===== src/hdl/tia_isqrt.sv =====
// Pipelined integer square root, one result bit per stage, with a sideband
// that travels alongside. Self-contained; no package needed.
module tia_isqrt #(
	parameter int W  = 42,
	parameter int PW = 1
) (
	input  logic           clk,
	input  logic           arst_n,
	input  logic           en,
	input  logic           in_valid,
	input  logic [W-1:0]   in_val,
	input  logic [PW-1:0]  in_side,
	output logic           out_valid,
	output logic [W/2-1:0] out_root,
	output logic [PW-1:0]  out_side
);
	localparam int N = W / 2;

	logic [W-1:0]  rem_s  [N+1];
	logic [W-1:0]  root_s [N+1];
	logic [PW-1:0] side_s [N+1];
	logic          vld_s  [N+1];

	assign rem_s[0]  = in_val;
	assign root_s[0] = '0;
	assign side_s[0] = in_side;
	assign vld_s[0]  = in_valid;

	// one restoring step per stage
	for (genvar k = 0; k < N; k++) begin : g_step
		localparam logic [W-1:0] STEP_BIT = W'(1) << (W - 2 - 2 * k);
		logic [W-1:0] trial;
		logic         take;

		assign trial = root_s[k] + STEP_BIT;
		assign take  = rem_s[k] >= trial;

		always_ff @(posedge clk or negedge arst_n) begin
			if (!arst_n) begin
				vld_s[k+1] <= 1'b0;
			end else if (en) begin
				vld_s[k+1] <= vld_s[k];
			end
		end

		always_ff @(posedge clk) begin
			if (en) begin
				rem_s[k+1]  <= take ? (rem_s[k] - trial) : rem_s[k];
				root_s[k+1] <= take ? ((root_s[k] >> 1) + STEP_BIT) : (root_s[k] >> 1);
				side_s[k+1] <= side_s[k];
			end
		end
	end

	assign out_valid = vld_s[N];
	assign out_root  = root_s[N][N-1:0];
	assign out_side  = side_s[N];

endmodule


===== config.mk =====
export PLATFORM = sky130hd
export DESIGN_NAME = tia_isqrt
export DESIGN_NICKNAME = d
export VERILOG_FILES = /design/src/hdl/tia_isqrt.sv
export SDC_FILE = /design/constraint.sdc
export NUM_CORES = 2
export LEC_CHECK = 0
export BUFFER_PORTS_ARGS = -buffer_cell sky130_fd_sc_hd__clkbuf_2
export CORE_MARGIN = 10
export CORE_UTILIZATION = 45
export DETAILED_ROUTE_END_ITERATION = 8
export PLACE_DENSITY = 0.73
export SLEW_MARGIN = 10
export SYNTH_ARGS = -nofsm -noshare
export SYNTH_HDL_FRONTEND = slang
export SYNTH_SLANG_ARGS = --single-unit
export TNS_END_PERCENT = 10

===== constraint.sdc =====
create_clock -name clk -period 3.1 [get_ports clk]
set_clock_uncertainty 0.2 [all_clocks]
set_input_delay 0.155 -clock clk [delete_from_list [all_inputs] [get_ports clk]]
set_output_delay 0.155 -clock clk [all_outputs]
set_load 0.01 [all_outputs]

==> flow_summary.yaml <==
power_and_ir_drop:
  power_density_nw_per_um2: 662
  peakVddDrop_mv: 0.607
  leakagePower_nw: 24.8
floorplan:
  die_h_um: 360
  ios: 70
  dieWidth_um: 360
  coreArea_sq_um: 115000
  die-area_sq_um: 130000
  initial_core_util_pct: 45.4
  num_rows: 124
clock_network:
  cts-buffers-inserted: 113
  cts_root_buf: "clkbuf_16"
  htreeDepth: 3
  cts_tree: "yes"
  worstSkewPairLatency_ns: 0.76
  clock_path_buffers: 3
  clkTransAtPathRegs_ns: 0.06
  clkSinkCount: 1113
cells_and_area:
  drive_above_1_share_pct: 21.5
  layout_common_cells: "edfxtp_1, buf_4, inv_1"
  antenna_cells: 0
  nNetsFinal: 5051
  stdcell_count: 6365
  areaGrowthSynthToFinish_pct: 23.5
  layout_commonest_cell: "edfxtp_1"
sta:
  finalSetupViolCount: 16
  finalHoldViolCount: 0
  fmax_mhz: 319
  fin_crit_sh_pct: 101
  rsz0062_at_grt: "yes"
  tightest_slew_ns: 0.880
  setup_ws_ns: -0.0315
  min_period_ns: 3.13
  drv_slew: 0
  max_slew_margin_pct: 41.1
detailed_routing:
  firstDrtPassIters: 5
  ant_nets: 0
  first_iter_violations: 2034
  routed_wl_um: 110000
  drcViolationCount: 0
  viasPerCell: 5.32
  vias: 33900
  wl_per_cell_um: 17.2
synth:
  syn_inst: 4016
  syn_nets: 4311
  synth_edf_count: 1092
  synthDistinctLibCells: 81
  netlist_area_sq_um: 52000
  yosysSeqAreaShare_pct: 64.1
  ys_seq_elements: 1113
  synth_flop_cell: "edfxtp_1"
  yosysWarningCount: 0
  syn_avg_cell_area_sq_um: 13.0
  async_flop_share_pct: 1.89
worst_setup_path:
  cp_slowest_stage_delay_ns: 0.39
  path_class: "reg -> reg"
  cp_cell_sequence: "ha_1, nor3_1, a211oi_1, a41oi_1, a31oi_1, buf_4, nand3_1, o31ai_1, a211o_1, xnor2_1"
  crit_slowest_cell: "edfxtp_1"
  worst-endpoint-required_ns: 3.30
  crit_fanout: 5
  setup.worst_path.start: "rem_s[177]$_DFFE_PP_"
  r2r_start: "rem_s[177]$_DFFE_PP_"
  start_kind: "flip-flop"
  cp-end-kind: "flip-flop"
  worst_ep_arrival_time_ns: 3.34
placed_design:
  place.gp.congestion: 0.941
  post-place-cells: 6034
  numPortBuffers: 69
  post-place-ws_ns: -0.397
  dp_hpwl_um: 77200
grt:
  grtUsageTotal_pct: 16.3
  grt_max_degree: 119
  antenna_found_initial: 1
  grt_pass1_vias: 34600
  grt_pass1_wl_um: 173000
  grt_overflow: 0
run:
  cap_viol_max_count: 0
outcome:
  status: "complete, but fails checks"
  violations: "setup timing"
min_path:
  hold_path.class: "reg -> reg"
  min_from: "side_s[13]$_DFFE_PP_"
## synthesized netlist by cell type, types with 25 or more instances
| cell | n | area (sq um) |
|---|---|---|
| nand3_1 | 64 | 320 |
| and2_1 | 25 | 156 |
| nor3_1 | 114 | 571 |
| mux2_2 | 55 | 619 |
| nor4_1 | 131 | 820 |
| a21o_1 | 61 | 458 |
| xor2_1 | 182 | 1590 |
| or3_1 | 32 | 200 |
| ha_1 | 248 | 3100 |
| nor2b_1 | 33 | 206 |
| nor2_1 | 222 | 833 |
| or4_1 | 33 | 248 |
| xnor2_1 | 173 | 1520 |
| a21oi_1 | 193 | 966 |
| o21ai_0 | 227 | 1140 |
| nand4_1 | 52 | 325 |
| o21a_1 | 44 | 330 |
| clkbuf_1 | 56 | 210 |
| inv_1 | 302 | 1130 |
| nand2b_1 | 51 | 319 |
| edfxtp_1 | 1092 | 32800 |
| nand2_1 | 280 | 1050 |
## critical path, delay by kind of cell (launching register included)
family / cells / cell delay (ns)
compound gates: 5 / 1.13
flops: 1 / 0.39
xor+xnor: 1 / 0.14
simple gates: 2 / 0.45
buf+inv: 1 / 0.17
fa+ha+maj: 1 / 0.38
## logic make-up (layout without fill, tap and decap cells)
logic type      after synthesis  count (layout)  share of synthesized area (%)
mux                          66              66                           1.40
fa+ha+maj                   248             248                           5.97
flops                      1113            1113                           64.1
xor+xnor                    355             355                           5.98
compound gates              714             714                           8.51
simple gates               1147            1147                           11.4
buf+inv                     373            1210                           2.72
## final cells by class
type                            count  area, sq um
Clock buffer                      137         2920
Fill cell                        8789        50300
Inverter                          303         1140
Sequential cell                  1113        33300
Clock inverter                     75          777
Tap cell                         1512         1890
Multi-Input combinational cell   2530        18600
Timing Repair Buffer              695         5610
## path summary, 6_finish.rpt
path	endpoint	slack, ns	cells after the start
worst max-delay path	rem_s[163]$_DFFE_PP_	-0.03	10
worst min-delay path	side_s[12]$_DFFE_PP_	0.20	0
worst max register to register	rem_s[163]$_DFFE_PP_	-0.03	10
worst min register to register	side_s[12]$_DFFE_PP_	0.20	0
max in group asynchronous	vld_s[14]$_DFFE_PN0P_	1.70	3
min in group asynchronous	vld_s[8]$_DFFE_PN0P_	0.46	3
## routing by layer
metal  GRT usage [%]  vias to the layer above  wire [um]
li1                -                    16500          -
met1            15.9                    16300      39400
met2            33.0                      772      61300
met3            2.61                      266       4070
met4            7.08                        0       4830
met5               0                        -          0
## sequential cells by signal, indices dropped and copies added, names as in the netlist
register / cells
out_side: 1
out_root: 21
side_s: 20
rem_s: 840
vld_s: 20
out_valid: 1
root_s: 210
## per-stage QoR
stage          util (%)  total power [mW]  TNS, ns  hold slack (ns)  area (sq um)
2_1_floorplan         -              25.2   -0.267           -0.341         52000
3_5_place_dp       50.7              28.8   -17.20          -0.0554         58100
6_report           56.1              42.5   -0.189            0.198         64200
4_1_cts            55.3              42.5   -0.349            0.158         63300
3_3_place_gp       50.7              28.5    -9.88          -0.0669         58100
5_1_grt            56.1              44.5    -7.88            0.190         64200
## report_power, final
group	switching, mW	leakage, nW	internal [mW]
Clock	5.77	1.79	7.58
Combinational	4.69	12.3	4.33
Sequential	1.23	10.7	18.9
## timing repair
action / 4_1_cts / 5_1_grt
endpoints found under the hold margin: 448 / 0
hold buffers: 93 / 0
pin swaps: 41 / 48
cloned: 0 / 1
setup endpoints to repair: 174 / 277
buffers inserted: 10 / 15
gates resized for setup: 113 / 161
Power figures use the tool's default switching activity.
